--- config.mk ---
export PLATFORM = sky130hd
export DESIGN_NAME = alarm_level_attack_decay_filter
export DESIGN_NICKNAME = d
export VERILOG_FILES = /design/src/rtl/alaf_pkg.sv /design/src/rtl/alaf_in_stage.sv /design/src/rtl/alaf_core.sv /design/src/rtl/alaf_out_stage.sv /design/src/rtl/alarm_level_attack_decay_filter.sv
export SDC_FILE = /design/constraint.sdc
export NUM_CORES = 1
export LEC_CHECK = 0
export BUFFER_PORTS_ARGS = -buffer_cell sky130_fd_sc_hd__buf_2
export CAP_MARGIN = 20
export CORE_ASPECT_RATIO = 0.8
export CORE_UTILIZATION = 40
export CTS_CLUSTER_SIZE = 14
export DETAILED_ROUTE_END_ITERATION = 8
export GPL_ROUTABILITY_DRIVEN = 0
export GPL_TIMING_DRIVEN = 1
export PLACE_DENSITY = 0.69
export SYNTH_ARGS = -nofsm -noshare
export SYNTH_HDL_FRONTEND = slang
export SYNTH_SLANG_ARGS = --single-unit
--- constraint.sdc ---
create_clock -name clk -period 4.1 [get_ports clk]
set_clock_uncertainty 0.2 [all_clocks]
set_input_delay 0.615 -clock clk [delete_from_list [all_inputs] [get_ports clk]]
set_output_delay 0.615 -clock clk [all_outputs]
set_load 0.05 [all_outputs]
--- src/rtl/alaf_pkg.sv ---
// Package for the alarm level attack/decay filter.
// Holds the beat layouts, filter constants and derived widths.
// No dependencies; every other file in rtl/ refers to it by scoped name.
`default_nettype none

package alaf_pkg;

    // Filter constants
    localparam int STRETCH  = 4;          // level stretch factor
    localparam int ID_BITS  = 16;         // significant bits of an object id
    localparam int MAX_LVL  = 3;          // highest input alarm level

    localparam int LEVEL_W  = $clog2(MAX_LVL * STRETCH + 1);
    localparam int DIST_W   = 20;
    localparam int TTE_W    = 16;
    localparam int OBJ_W    = 16;

    localparam logic [DIST_W-1:0] FAR_AWAY = DIST_W'(1000000);
    localparam logic [OBJ_W-1:0]  ID_MASK  =
        (ID_BITS >= OBJ_W) ? {OBJ_W{1'b1}} : OBJ_W'((64'd1 << ID_BITS) - 64'd1);

    localparam int IN_DATA_W  = 64;
    localparam int OUT_DATA_W = 64;

    // Input beat, last field in the lowest bits
    typedef struct packed {
        logic [6:0]        pad;
        logic [TTE_W-1:0]  tte_s;
        logic              tte_valid;
        logic [DIST_W-1:0] distance_m;
        logic              dist_valid;
        logic [OBJ_W-1:0]  object_id;
        logic [1:0]        alarm_level;
        logic              alarm_present;
    } in_item_t;

    // Result beat, last field in the lowest bits
    typedef struct packed {
        logic [4:0]        pad;
        logic [OBJ_W-1:0]  tracked_object;
        logic [TTE_W-1:0]  stored_tte;
        logic [DIST_W-1:0] stored_distance;
        logic              approaching_flag;
        logic [3:0]        filtered_level;
        logic [1:0]        reported_level;
    } out_item_t;

endpackage

`default_nettype wire

--- src/rtl/alaf_in_stage.sv ---
// Input register stage of the alarm level filter.
// Captures one slave-side beat and holds it until the core takes it.
// Depends on alaf_pkg.
`default_nettype none

module alaf_in_stage (
    input  wire logic                               clk,
    input  wire logic                               rst_n,
    input  wire logic                               s_tvalid,
    output logic                                    s_tready,
    input  wire logic [alaf_pkg::IN_DATA_W-1:0]     s_tdata,
    input  wire logic                               advance,
    output logic                                    item_valid,
    output alaf_pkg::in_item_t                      item
);

    logic               valid_reg;
    alaf_pkg::in_item_t item_reg;

    // Take a new beat when empty or when the held one moves on this cycle
    assign s_tready   = !valid_reg || advance;
    assign item_valid = valid_reg;
    assign item       = item_reg;

    always_ff @(posedge clk or negedge rst_n)
    begin
        if (!rst_n)
        begin
            valid_reg <= 1'b0;
        end
        else if (s_tready)
        begin
            valid_reg <= s_tvalid;
        end
    end

    always_ff @(posedge clk)
    begin
        if (s_tready && s_tvalid)
        begin
            item_reg <= alaf_pkg::in_item_t'(s_tdata);
        end
    end

endmodule

`default_nettype wire

--- src/rtl/alaf_core.sv ---
// Filter state and single-pass update logic of the alarm level filter.
// Computes the next state and the result from one item; commits on step.
// Depends on alaf_pkg.
`default_nettype none

module alaf_core (
    input  wire logic                clk,
    input  wire logic                rst_n,
    input  wire logic                step,
    input  alaf_pkg::in_item_t       item,
    output alaf_pkg::out_item_t      result
);

    logic [alaf_pkg::LEVEL_W-1:0] level_reg, level_next;
    logic                         approach_reg, approach_next;
    logic [alaf_pkg::DIST_W-1:0]  distance_reg, distance_next;
    logic [alaf_pkg::TTE_W-1:0]   tte_reg, tte_next;
    logic [alaf_pkg::OBJ_W-1:0]   object_reg, object_next;

    logic [alaf_pkg::OBJ_W-1:0]   obj;
    logic [alaf_pkg::LEVEL_W-1:0] target;
    logic [alaf_pkg::LEVEL_W-1:0] gap;
    logic                         dv, tv;
    logic                         new_obj;
    logic                         appr_mid;
    logic [alaf_pkg::DIST_W-1:0]  dist_mid;
    logic [alaf_pkg::OBJ_W-1:0]   obj_mid;
    logic [1:0]                   rep;

    always_comb
    begin
        obj     = item.object_id & alaf_pkg::ID_MASK;
        dv      = item.alarm_present && item.dist_valid;
        tv      = item.alarm_present && item.tte_valid;
        target  = item.alarm_present
                ? alaf_pkg::LEVEL_W'(32'(item.alarm_level) * alaf_pkg::STRETCH)
                : '0;

        // Latch a new object: distance restarts far away, assume approach
        new_obj  = item.alarm_present && (obj != '0) && (obj != object_reg);
        obj_mid  = new_obj ? obj : object_reg;
        dist_mid = new_obj ? alaf_pkg::FAR_AWAY : distance_reg;
        appr_mid = new_obj ? 1'b1 : approach_reg;

        // Attack at once, decay by two when far above target, else by one
        gap = level_reg - target;
        if (target > level_reg)
        begin
            level_next = target;
        end
        else if (target < level_reg)
        begin
            if (gap > alaf_pkg::LEVEL_W'(alaf_pkg::STRETCH))
            begin
                level_next = level_reg - alaf_pkg::LEVEL_W'(2);
            end
            else
            begin
                level_next = level_reg - alaf_pkg::LEVEL_W'(1);
            end
        end
        else
        begin
            level_next = level_reg;
        end

        if (dv)
        begin
            approach_next = item.distance_m < dist_mid;
            distance_next = item.distance_m;
        end
        else
        begin
            approach_next = appr_mid;
            distance_next = dist_mid;
        end

        // Load a new time to encounter, else count it down to zero while closing in
        if (tv)
        begin
            tte_next = item.tte_s;
        end
        else if (approach_next && (tte_reg != '0))
        begin
            tte_next = tte_reg - alaf_pkg::TTE_W'(1);
        end
        else
        begin
            tte_next = tte_reg;
        end

        // Drop the object once the level has fully decayed
        object_next = (level_next == '0) ? '0 : obj_mid;

        if ((level_next != '0) && approach_next)
        begin
            rep = 2'((32'(level_next) + alaf_pkg::STRETCH - 1) / alaf_pkg::STRETCH);
        end
        else
        begin
            rep = 2'd0;
        end

        result                  = '0;
        result.reported_level   = rep;
        result.filtered_level   = 4'(level_next);
        result.approaching_flag = approach_next;
        result.stored_distance  = distance_next;
        result.stored_tte       = tte_next;
        result.tracked_object   = object_next;
    end

    always_ff @(posedge clk or negedge rst_n)
    begin
        if (!rst_n)
        begin
            level_reg    <= '0;
            approach_reg <= 1'b0;
            distance_reg <= '0;
            tte_reg      <= '0;
            object_reg   <= '0;
        end
        else if (step)
        begin
            level_reg    <= level_next;
            approach_reg <= approach_next;
            distance_reg <= distance_next;
            tte_reg      <= tte_next;
            object_reg   <= object_next;
        end
    end

endmodule

`default_nettype wire

--- src/rtl/alaf_out_stage.sv ---
// Result register stage of the alarm level filter.
// Holds one result beat on the master side until it is taken.
// Depends on alaf_pkg.
`default_nettype none

module alaf_out_stage (
    input  wire logic                               clk,
    input  wire logic                               rst_n,
    input  wire logic                               load,
    input  alaf_pkg::out_item_t                     result,
    output logic                                    can_load,
    output logic                                    m_tvalid,
    input  wire logic                               m_tready,
    output logic [alaf_pkg::OUT_DATA_W-1:0]         m_tdata
);

    logic                valid_reg;
    alaf_pkg::out_item_t data_reg;

    assign can_load = !valid_reg || m_tready;
    assign m_tvalid = valid_reg;
    assign m_tdata  = alaf_pkg::OUT_DATA_W'(data_reg);

    always_ff @(posedge clk or negedge rst_n)
    begin
        if (!rst_n)
        begin
            valid_reg <= 1'b0;
        end
        else if (can_load)
        begin
            valid_reg <= load;
        end
    end

    always_ff @(posedge clk)
    begin
        if (load)
        begin
            data_reg <= result;
        end
    end

endmodule

`default_nettype wire

--- src/rtl/alarm_level_attack_decay_filter.sv ---
// Top level of the alarm level attack/decay filter.
// Instantiates alaf_in_stage, alaf_core and alaf_out_stage; uses alaf_pkg.
//
//   Channel   Direction  Width  Contents
//   s_axis    in         64     one update: alarm, object, distance, time
//   m_axis    out        64     filtered level, approach, tracked object
//
// Each update beat yields exactly one result beat. The update is held in the
// input register and its result in the result register before m_axis shows it.
// One beat per cycle is sustained while m_tready is high: the filter state is
// read and rewritten in the same cycle as the held update moves from the input
// register into the result register.
// rst_n clears the filter state and both stage valid flags.
// A stalled m_tready holds the result register; the input register keeps
// taking beats until it too is full.
`default_nettype none

module alarm_level_attack_decay_filter (
    input  wire logic                               clk,
    input  wire logic                               rst_n,
    input  wire logic                               s_tvalid,
    output logic                                    s_tready,
    // [0] alarm_present, [2:1] alarm_level, [18:3] object_id, [19] dist_valid,
    // [39:20] distance_m, [40] tte_valid, [56:41] tte_s, [63:57] zero
    input  wire logic [alaf_pkg::IN_DATA_W-1:0]     s_tdata,
    output logic                                    m_tvalid,
    input  wire logic                               m_tready,
    // [1:0] reported_level, [5:2] filtered_level, [6] approaching_flag,
    // [26:7] stored_distance, [42:27] stored_tte, [58:43] tracked_object,
    // [63:59] zero
    output logic [alaf_pkg::OUT_DATA_W-1:0]         m_tdata
);

    logic                item_valid;
    alaf_pkg::in_item_t  item;
    alaf_pkg::out_item_t result;
    logic                can_load;
    logic                advance;

    // Move the held update forward whenever the result register has room
    assign advance = item_valid && can_load;

    alaf_in_stage u_in (
        .clk        (clk),
        .rst_n      (rst_n),
        .s_tvalid   (s_tvalid),
        .s_tready   (s_tready),
        .s_tdata    (s_tdata),
        .advance    (advance),
        .item_valid (item_valid),
        .item       (item)
    );

    // Commit the filter state in the same cycle the result is loaded
    alaf_core u_core (
        .clk    (clk),
        .rst_n  (rst_n),
        .step   (advance),
        .item   (item),
        .result (result)
    );

    alaf_out_stage u_out (
        .clk      (clk),
        .rst_n    (rst_n),
        .load     (advance),
        .result   (result),
        .can_load (can_load),
        .m_tvalid (m_tvalid),
        .m_tready (m_tready),
        .m_tdata  (m_tdata)
    );

endmodule

`default_nettype wire

==> results_tabular.tex, run 1 <==
\begin{tabular}{lr}
\hline
Metric & Value \\
\hline
\multicolumn{2}{l}{\textbf{Synthesis}} \\
Cell variety after synth & 59 \\
Dominant register cell in the synthesized netlist & edfxtp\_1 \\
Share of synthesized flip-flops with an asynchronous set or reset & 0.337 \\
Synth Area in Compound Gates & 0.110 \\
Adder and majority cell fraction of the synthesized area & 0.0428 \\
Yosys warning count & 0 \\
Multiplexer area fraction after synthesis & 0.0404 \\
Synth Instances & 668 \\
Flop and latch count out of synthesis & 175 \\
Xor/xnor share of the synthesized area & 0.0315 \\
Synthesized area per cell & 12.1 sq um \\
Main combinational cell family by area after synthesis & simple AND/OR/NAND/NOR gates \\
Sequential element share of the synthesized area & 0.614 \\
Cell type with the largest total area after synthesis & edfxtp\_1 \\
Cell types with the largest area share after synthesis & edfxtp\_1 43\%, dfrtp\_1 18\%, nand2\_1 4.3\% \\
Area of the mapped netlist & 8080 sq um \\
Share of the synthesized area in the top cell type & 0.431 \\
Number of enable flip-flop cells after synthesis & 116 \\
Post-Synth Simple-Gate Area & 0.133 \\
\multicolumn{2}{l}{\textbf{Worst setup path}} \\
Largest fanout on the critical path & 5 \\
CP Capture Type & flip-flop \\
Critical path class & reg2reg \\
CP Data Arrival Time & 4.11 ns \\
Setup crit start kind & flip-flop \\
Required time of the critical path & 4.17 ns \\
\multicolumn{2}{l}{\textbf{Hold path}} \\
Hold WC Path Type & in2reg \\
\multicolumn{2}{l}{\textbf{Cells and area}} \\
Layout-stage area growth over the synthesis result & 26.1\% \\
Total Nets Final & 921 \\
Max FFs per register & 59 \\
Most common cell after layout, fill and taps aside & buf\_2 \\
Share of cells above drive strength 1 & 0.329 \\
Commonest cells after routing, fill and taps aside & 121 x buf\_2, 116 x edfxtp\_1, 86 x nand2\_1 \\
Final core area utilization & 0.514 \\
\multicolumn{2}{l}{\textbf{Place}} \\
DP HPWL & 11.9 mm \\
\# port buffers & 121 \\
\multicolumn{2}{l}{\textbf{Power and ir drop}} \\
Post-layout total power & 6.07 mW \\
Worst IR drop on VDD & 0.376 mV \\
Power per standard cell area & 596 nW/um\^{}2 \\
Leak pwr & 4.14 nW \\
\multicolumn{2}{l}{\textbf{Clocking}} \\
Clock slew at the register clock pins of the worst setup and hold paths & 0.07 ns \\
CTS tree & done \\
Total number of clock tree sinks & 175 \\
Number of levels the H-tree was split into & 4 \\
Root Buffer & clkbuf\_16 \\
Clock latency on the worst-skew pair & 0.43 ns \\
Clock buffer depth & 2 \\
TritonCTS buffer count & 17 \\
\multicolumn{2}{l}{\textbf{Global routing}} \\
Wire length of the first global-routing pass & 28.2 mm \\
Gr usage total & 0.178 \\
Initial antenna violation count & 3 \\
Pin count of the biggest net entering global routing & 72 \\
Vias in the first global route & 5291 \\
Gr ovfl total & 0 \\
\multicolumn{2}{l}{\textbf{STA}} \\
Setup-failing EPs final & 0 \\
Headroom to the max-slew limit & 0.294 \\
Post-layout min period & 4.04 ns \\
Final number of hold-violating endpoints & 0 \\
Pins Over Slew Limit & 0 \\
Peak Freq & 0.247 GHz \\
Crit share post-route & 0.986 \\
Setup repair after global routing missed its margin & true \\
Measured slew at the worst slew-check pin & 1.06 ns \\
\multicolumn{2}{l}{\textbf{Flow run}} \\
Number of maximum-capacitance violations & 0 \\
\multicolumn{2}{l}{\textbf{Route}} \\
Ratio of routed vias to standard cells & 5.16 \\
Detailed-route wire length & 18.4 mm \\
Number of iterations in the first detailed-routing pass & 5 \\
Vias & 5706 \\
Final routed DRC violation total & 0 \\
ANT nets after route & 0 \\
Iteration-0 DRC count of the detailed router & 380 \\
Wire per inst & 16.7 microns \\
\multicolumn{2}{l}{\textbf{Floorplan}} \\
I/O pin total & 134 \\
Die span in x & 161 microns \\
Core outline area & 19800 sq um \\
Die extent in y & 129 microns \\
Die area & 20800 sq um \\
Number of placement rows & 46 \\
Starting density of the core & 0.408 \\
\multicolumn{2}{l}{\textbf{Run status}} \\
Outcome & completed \\
\hline
\end{tabular}
[worst paths after layout]
check	slack [ns]	start	end	cells past startpoint
max in group asynchronous	2.46	rst_n	u_in.item_valid	3
hold reg to reg	0.28	u_core.distance_reg[14]	u_core.distance_reg[14]	2
setup / recovery	0.06	u_in.item[4]	u_core.tte_reg[7]	17
min in group asynchronous	0.54	rst_n	u_core.distance_reg[19]	2
hold / removal	0.16	s_tdata[55]	u_in.item[55]	1
setup reg to reg	0.06	u_in.item[4]	u_core.tte_reg[7]	17
[power by group]
| part | total (mW) | switching [mW] | internal (mW) | leakage [nW] |
|---|---|---|---|---|
| logic | 1.95 | 1.28 | 0.661 | 2.03 |
| clock network | 1.55 | 0.701 | 0.850 | 0.268 |
| registers | 2.57 | 0.252 | 2.32 | 1.84 |
| total | 6.07 | 2.24 | 3.83 | 4.14 |
[synthesized netlist by cell type, types with 7 or more instances]
master and instances:
inv_1 10, mux2_2 13, clkbuf_1 22, xor2_1 19, nor3_1 13, xnor2_1 10, nor4_1 8, mux2i_1 18
a311oi_1 10, ha_1 26, dfrtp_1 59, nand2_1 92, edfxtp_1 116, o31ai_1 17, o21ai_0 23, o22ai_1 7
nor2_1 60, a21oi_1 48
[metal layers]
metal  GRT usage  wire length (microns)  vias up
met5           0                     13        -
li1            -                      -     2788
met3      0.0432                    879       22
met2       0.257                   8040      153
met4      0.0633                    276        2
met1       0.260                   9200     2741
[area by class of cell]
class	instances	area [sq um]
Antenna cell	2	5.00
Clock buffer	18	439
Clock inverter	14	115
Fill cell	1751	9620
Inverter	12	60.1
Multi-Input combinational cell	451	3250
Sequential cell	175	4960
Tap cell	264	330
Timing Repair Buffer	168	1020
Timing Repair inverter	1	8.76
[repair_timing]
action | 4_1_cts | 5_1_grt
buffers inserted | 3 | 3
endpoints found under the hold margin | 14 | 0
endpoints found under the setup margin | 27 | 32
resized for setup | 7 | 58
cloned | 0 | 2
hold buffers | 1 | 0
pin swaps | 5 | 27
[stage by stage]
| step | worst slack, ns | std cells | TNS (ns) | area [sq um] | hold slack [ns] |
|---|---|---|---|---|---|
| 5_1_grt | -0.146 | 1103 | -2.56 | 10200 | 0.134 |
| 3_5_place_dp | -0.144 | 1062 | -1.29 | 9190 | 0.267 |
| 2_1_floorplan | 0.249 | 672 | 0 | 8090 | 0.119 |
| 3_3_place_gp | -0.112 | 1061 | -0.563 | 9170 | 0.261 |
| 4_1_cts | 0.00211 | 1098 | 0 | 9810 | 0.135 |
| 6_report | 0.0586 | 1105 | 0 | 10200 | 0.156 |
[worst max-delay path: stages, from the launching register on]
cell and delay [ns]:
edfxtp_1 0.43, xor2_1 0.17, nor4_2 0.36, nand4_2 0.19, nand2_2 0.13, buf_12 0.13, buf_8 0.11, nand2_4 0.06
ha_4 0.24, and2_4 0.17, a221oi_4 0.25, o22ai_2 0.13, nand3b_1 0.20, o22a_2 0.31, or4_4 0.44, buf_4 0.16
o22ai_2 0.13, a2bb2oi_2 0.08
[cell families after synthesis]
| logic type | after synthesis |
|---|---|
| DFF | 175 |
| AOI/OAI and AO/OA | 138 |
| buffers and inverters | 47 |
| muxes | 31 |
| xor gates and xnor gates | 29 |
| other | 1 |
| and+or+nand+nor | 220 |
| adders and majority gates | 27 |
(Power assumes the default switching activity.)
==> run 2: changes to the inputs <==
--- a/config.mk
+++ b/config.mk
@@ -8,6 +8,7 @@
 export BUFFER_PORTS_ARGS = -buffer_cell sky130_fd_sc_hd__buf_2
 export CAP_MARGIN = 20
 export CORE_ASPECT_RATIO = 0.8
+export CORE_MARGIN = 10
 export CORE_UTILIZATION = 40
 export CTS_CLUSTER_SIZE = 14
 export DETAILED_ROUTE_END_ITERATION = 8
==> run 2 against run 1 <==
Net effect: register-to-register slack gained 0.04 ns; critical endpoint is now u_out.m_tdata[34]; worst setup slack gained 0.039 ns; sequential power is essentially flat; die area grew 27%; global-route usage shrank 3.1 points; largest cell class unchanged; clock power is essentially flat.
==> results_tabular.tex, run 2 (synthesized netlist as in run 1, its figures left out) <==
\begin{tabular}{lr}
\hline
Metric & Value \\
\hline
\multicolumn{2}{l}{\textbf{Run status}} \\
Outcome & completed \\
\multicolumn{2}{l}{\textbf{Cells and area}} \\
Total Nets Final & 916 (-0.54\%) \\
Max FFs per register & 59 (unchanged) \\
Layout-stage area growth over the synthesis result & 24.2\% \\
Share of cells above drive strength 1 & 0.299 (-0.0304) \\
Diode insertion count for antenna repair & 0 (-2) \\
Most common cell after layout, fill and taps aside & buf\_2 \\
Final design instance area without fill & 10000 sq um (-1.5\%) \\
Commonest cells after routing, fill and taps aside & 121 x buf\_2, 116 x edfxtp\_1, 85 x nand2\_1 \\
Non-filler cells, final & 1098 (-0.63\%) \\
FILL cells & 1758 (+0.40\%) \\
\multicolumn{2}{l}{\textbf{STA}} \\
Peak Freq & 0.250 GHz (+0.98\%) \\
Final setup TNS & 0 ns (unchanged) \\
Pins Over Slew Limit & 0 (unchanged) \\
Smallest setup slack after layout & 0.0979 ns (+0.0393 ns) \\
Crit share post-route & 0.976 (-0.00959) \\
Final number of hold-violating endpoints & 0 (unchanged) \\
Measured slew at the worst slew-check pin & 1.05 ns (-0.00409 ns) \\
Setup-failing EPs final & 0 (unchanged) \\
Post-layout min period & 4.00 ns (-0.0393 ns) \\
Setup repair after global routing missed its margin & true \\
Headroom to the max-slew limit & 0.298 (+0.00444) \\
\multicolumn{2}{l}{\textbf{Worst setup path}} \\
Reg2Reg Capture Point & u\_out.m\_tdata[34] \\
Critical path's largest stage delay & 0.50 ns (+0.06 ns) \\
Worst Reg2Reg Path Length in Cells & 14 (-3) \\
Crit Reg-Reg Startpoint & u\_in.item[11] \\
Setup crit start kind & flip-flop \\
CP Capture Type & flip-flop \\
Critical-path cell list & nor4\_1, buf\_4, a41oi\_2, buf\_4, a21oi\_2, ha\_1, a21o\_1, a221oi\_4, o22ai\_1, nand3b\_1, o22a\_2, or4\_4, xor2\_1, a21oi\_1 \\
Cell mode on critical path & buf\_4 \\
CP Data Arrival Time & 3.96 ns (-0.15 ns) \\
Required time of the critical path & 4.06 ns (-0.11 ns) \\
Setup slack on the worst flop-to-flop path & 0.1 ns (+0.04 ns) \\
Crit path launch & u\_in.item[11] \\
Critical path class & reg2reg \\
Crit path capture & u\_out.m\_tdata[34] \\
Largest fanout on the critical path & 9 (+4) \\
Slowest cell on the critical path & or4\_4 \\
\multicolumn{2}{l}{\textbf{Clocking}} \\
Clock buffer depth & 2 (unchanged) \\
TritonCTS buffer count & 17 (unchanged) \\
CTS tree & done \\
Root Buffer & clkbuf\_16 \\
Number of buffers added to fix hold violations after cts & 0 (-1) \\
Total number of clock tree sinks & 175 (unchanged) \\
Clock slew at the register clock pins of the worst setup and hold paths & 0.06 ns (about the same) \\
Clock latency on the worst-skew pair & 0.42 ns (about the same) \\
Number of levels the H-tree was split into & 4 (unchanged) \\
\multicolumn{2}{l}{\textbf{Flow run}} \\
Number of maximum-capacitance violations & 0 (unchanged) \\
\multicolumn{2}{l}{\textbf{Place}} \\
Placed instance count & 1060 (-0.19\%) \\
DP HPWL & 13.0 mm (+9.3\%) \\
\# port buffers & 121 (unchanged) \\
Setup slack after placement & -0.109 ns (+0.0353 ns) \\
Placement Cell Area & 9190 sq um (about the same) \\
\multicolumn{2}{l}{\textbf{Power and ir drop}} \\
Power per standard cell area & 605 nW/um\^{}2 (+1.4\%) \\
Worst IR drop on VDD & 0.376 mV (about the same) \\
Leak pwr & 4.09 nW (-1.1\%) \\
Post-layout total power & 6.07 mW (about the same) \\
\multicolumn{2}{l}{\textbf{Route}} \\
Detailed-route wire length & 19.4 mm (+5.5\%) \\
Iteration-0 DRC count of the detailed router & 537 (+41\%) \\
Vias & 5727 (+0.37\%) \\
Number of iterations in the first detailed-routing pass & 5 (unchanged) \\
Wire per inst & 17.7 microns (+6.2\%) \\
Ratio of routed vias to standard cells & 5.22 (+1.0\%) \\
ANT nets after route & 0 (unchanged) \\
Final routed DRC violation total & 0 (unchanged) \\
\multicolumn{2}{l}{\textbf{Global routing}} \\
Gr usage total & 0.147 (-0.0314) \\
Gr ovfl total & 0 (unchanged) \\
Wire length of the first global-routing pass & 30.2 mm (+7.2\%) \\
Pin count of the biggest net entering global routing & 87 (+21\%) \\
Vias in the first global route & 5469 (+3.4\%) \\
Initial antenna violation count & 0 (-3) \\
\multicolumn{2}{l}{\textbf{Floorplan}} \\
Starting density of the core & 0.407 (-0.00118) \\
Die span in x & 179 microns (+11\%) \\
Die area & 26300 sq um (+27\%) \\
Die extent in y & 147 microns (+14\%) \\
Core outline area & 19900 sq um (+0.29\%) \\
Number of placement rows & 46 (unchanged) \\
I/O pin total & 134 (unchanged) \\
\multicolumn{2}{l}{\textbf{Hold path}} \\
Hold WC Path Type & in2async \\
\hline
\end{tabular}
-- run 2: changes by cell type in the layout (fill, tap and decap cells not counted), moves of 3 or more --
cell,delta
a21oi_1,+4
buf_6,-3
nor3_2,-3
nor3_1,+3
a21oi_2,-4
o32ai_1,+3
o32ai_2,-4
inv_6,-3
clkinv_2,-3
-- run 2: worst min-delay path by stage --
stage,from,slack [ns],end
final,rst_n,0.10,u_in.item_valid
after global routing,rst_n,0.14,u_in.item_valid
after CTS,rst_n,0.12,u_core.distance_reg[16]
after detailed placement,u_core.distance_reg[14],0.26,u_core.distance_reg[14]
after global placement,u_core.distance_reg[9],0.26,u_core.distance_reg[9]
after floorplan,rst_n,0.12,u_core.approach_reg
-- run 2: timing repair --
action / 4_1_cts / 5_1_grt
hold endpoints to repair: 0 / 0
pin swaps: 5 / 22
setup buffers: 1 / 5
endpoints found under the setup margin: 15 / 32
gates resized for setup: 8 / 34
-- run 2: routing by layer --
layer | wire length (microns) | global-route usage | up-vias
met2 | 8590 | 0.209 | 194
met1 | 9130 | 0.212 | 2748
met3 | 1530 | 0.0461 | 15
li1 | - | - | 2770
met4 | 185 | 0.0330 | 0
met5 | 0 | 0 | -
-- run 2: report_power, final --
| group | switching [mW] | leakage, nW | internal [mW] | total, mW |
|---|---|---|---|---|
| registers | 0.250 | 1.84 | 2.32 | 2.57 |
| clock network | 0.670 | 0.260 | 0.863 | 1.53 |
| logic | 1.30 | 1.99 | 0.660 | 1.96 |
-- run 2: worst max-delay path, delay by kind of cell, from the launching register on --
kind                     cells  cell delay [ns]
AO/OA/AOI/OAI                7             1.22
buffers and inverters        2             0.40
adder cells (fa/ha/maj)      1             0.27
flip-flops                   1             0.44
AND/OR/NAND/NOR              3             1.04
XOR/XNOR                     1             0.15
-- run 2: area by class of cell --
cell class / instances / area, sq um / share of cell area
clock inverters: 11 / 90.1 / 0.00898
inverters: 12 / 60.1 / 0.00599
multi-input cells: 450 / 3130 / 0.312
well taps: 264 / 330 / 0.0329
flip-flops and latches: 175 / 4960 / 0.494
clock buffers: 21 / 460 / 0.0459
repair buffers: 165 / 1000 / 0.100
-- run 2: per-stage QoR --
| step | hold WS [ns] | util |
|---|---|---|
| 6_report | 0.104 | 0.505 |
| 5_1_grt | 0.135 | 0.505 |
| 4_1_cts | 0.120 | 0.493 |
| 3_5_place_dp | 0.264 | 0.463 |
| 3_3_place_gp | 0.259 | 0.463 |
| 2_1_floorplan | 0.119 | - |
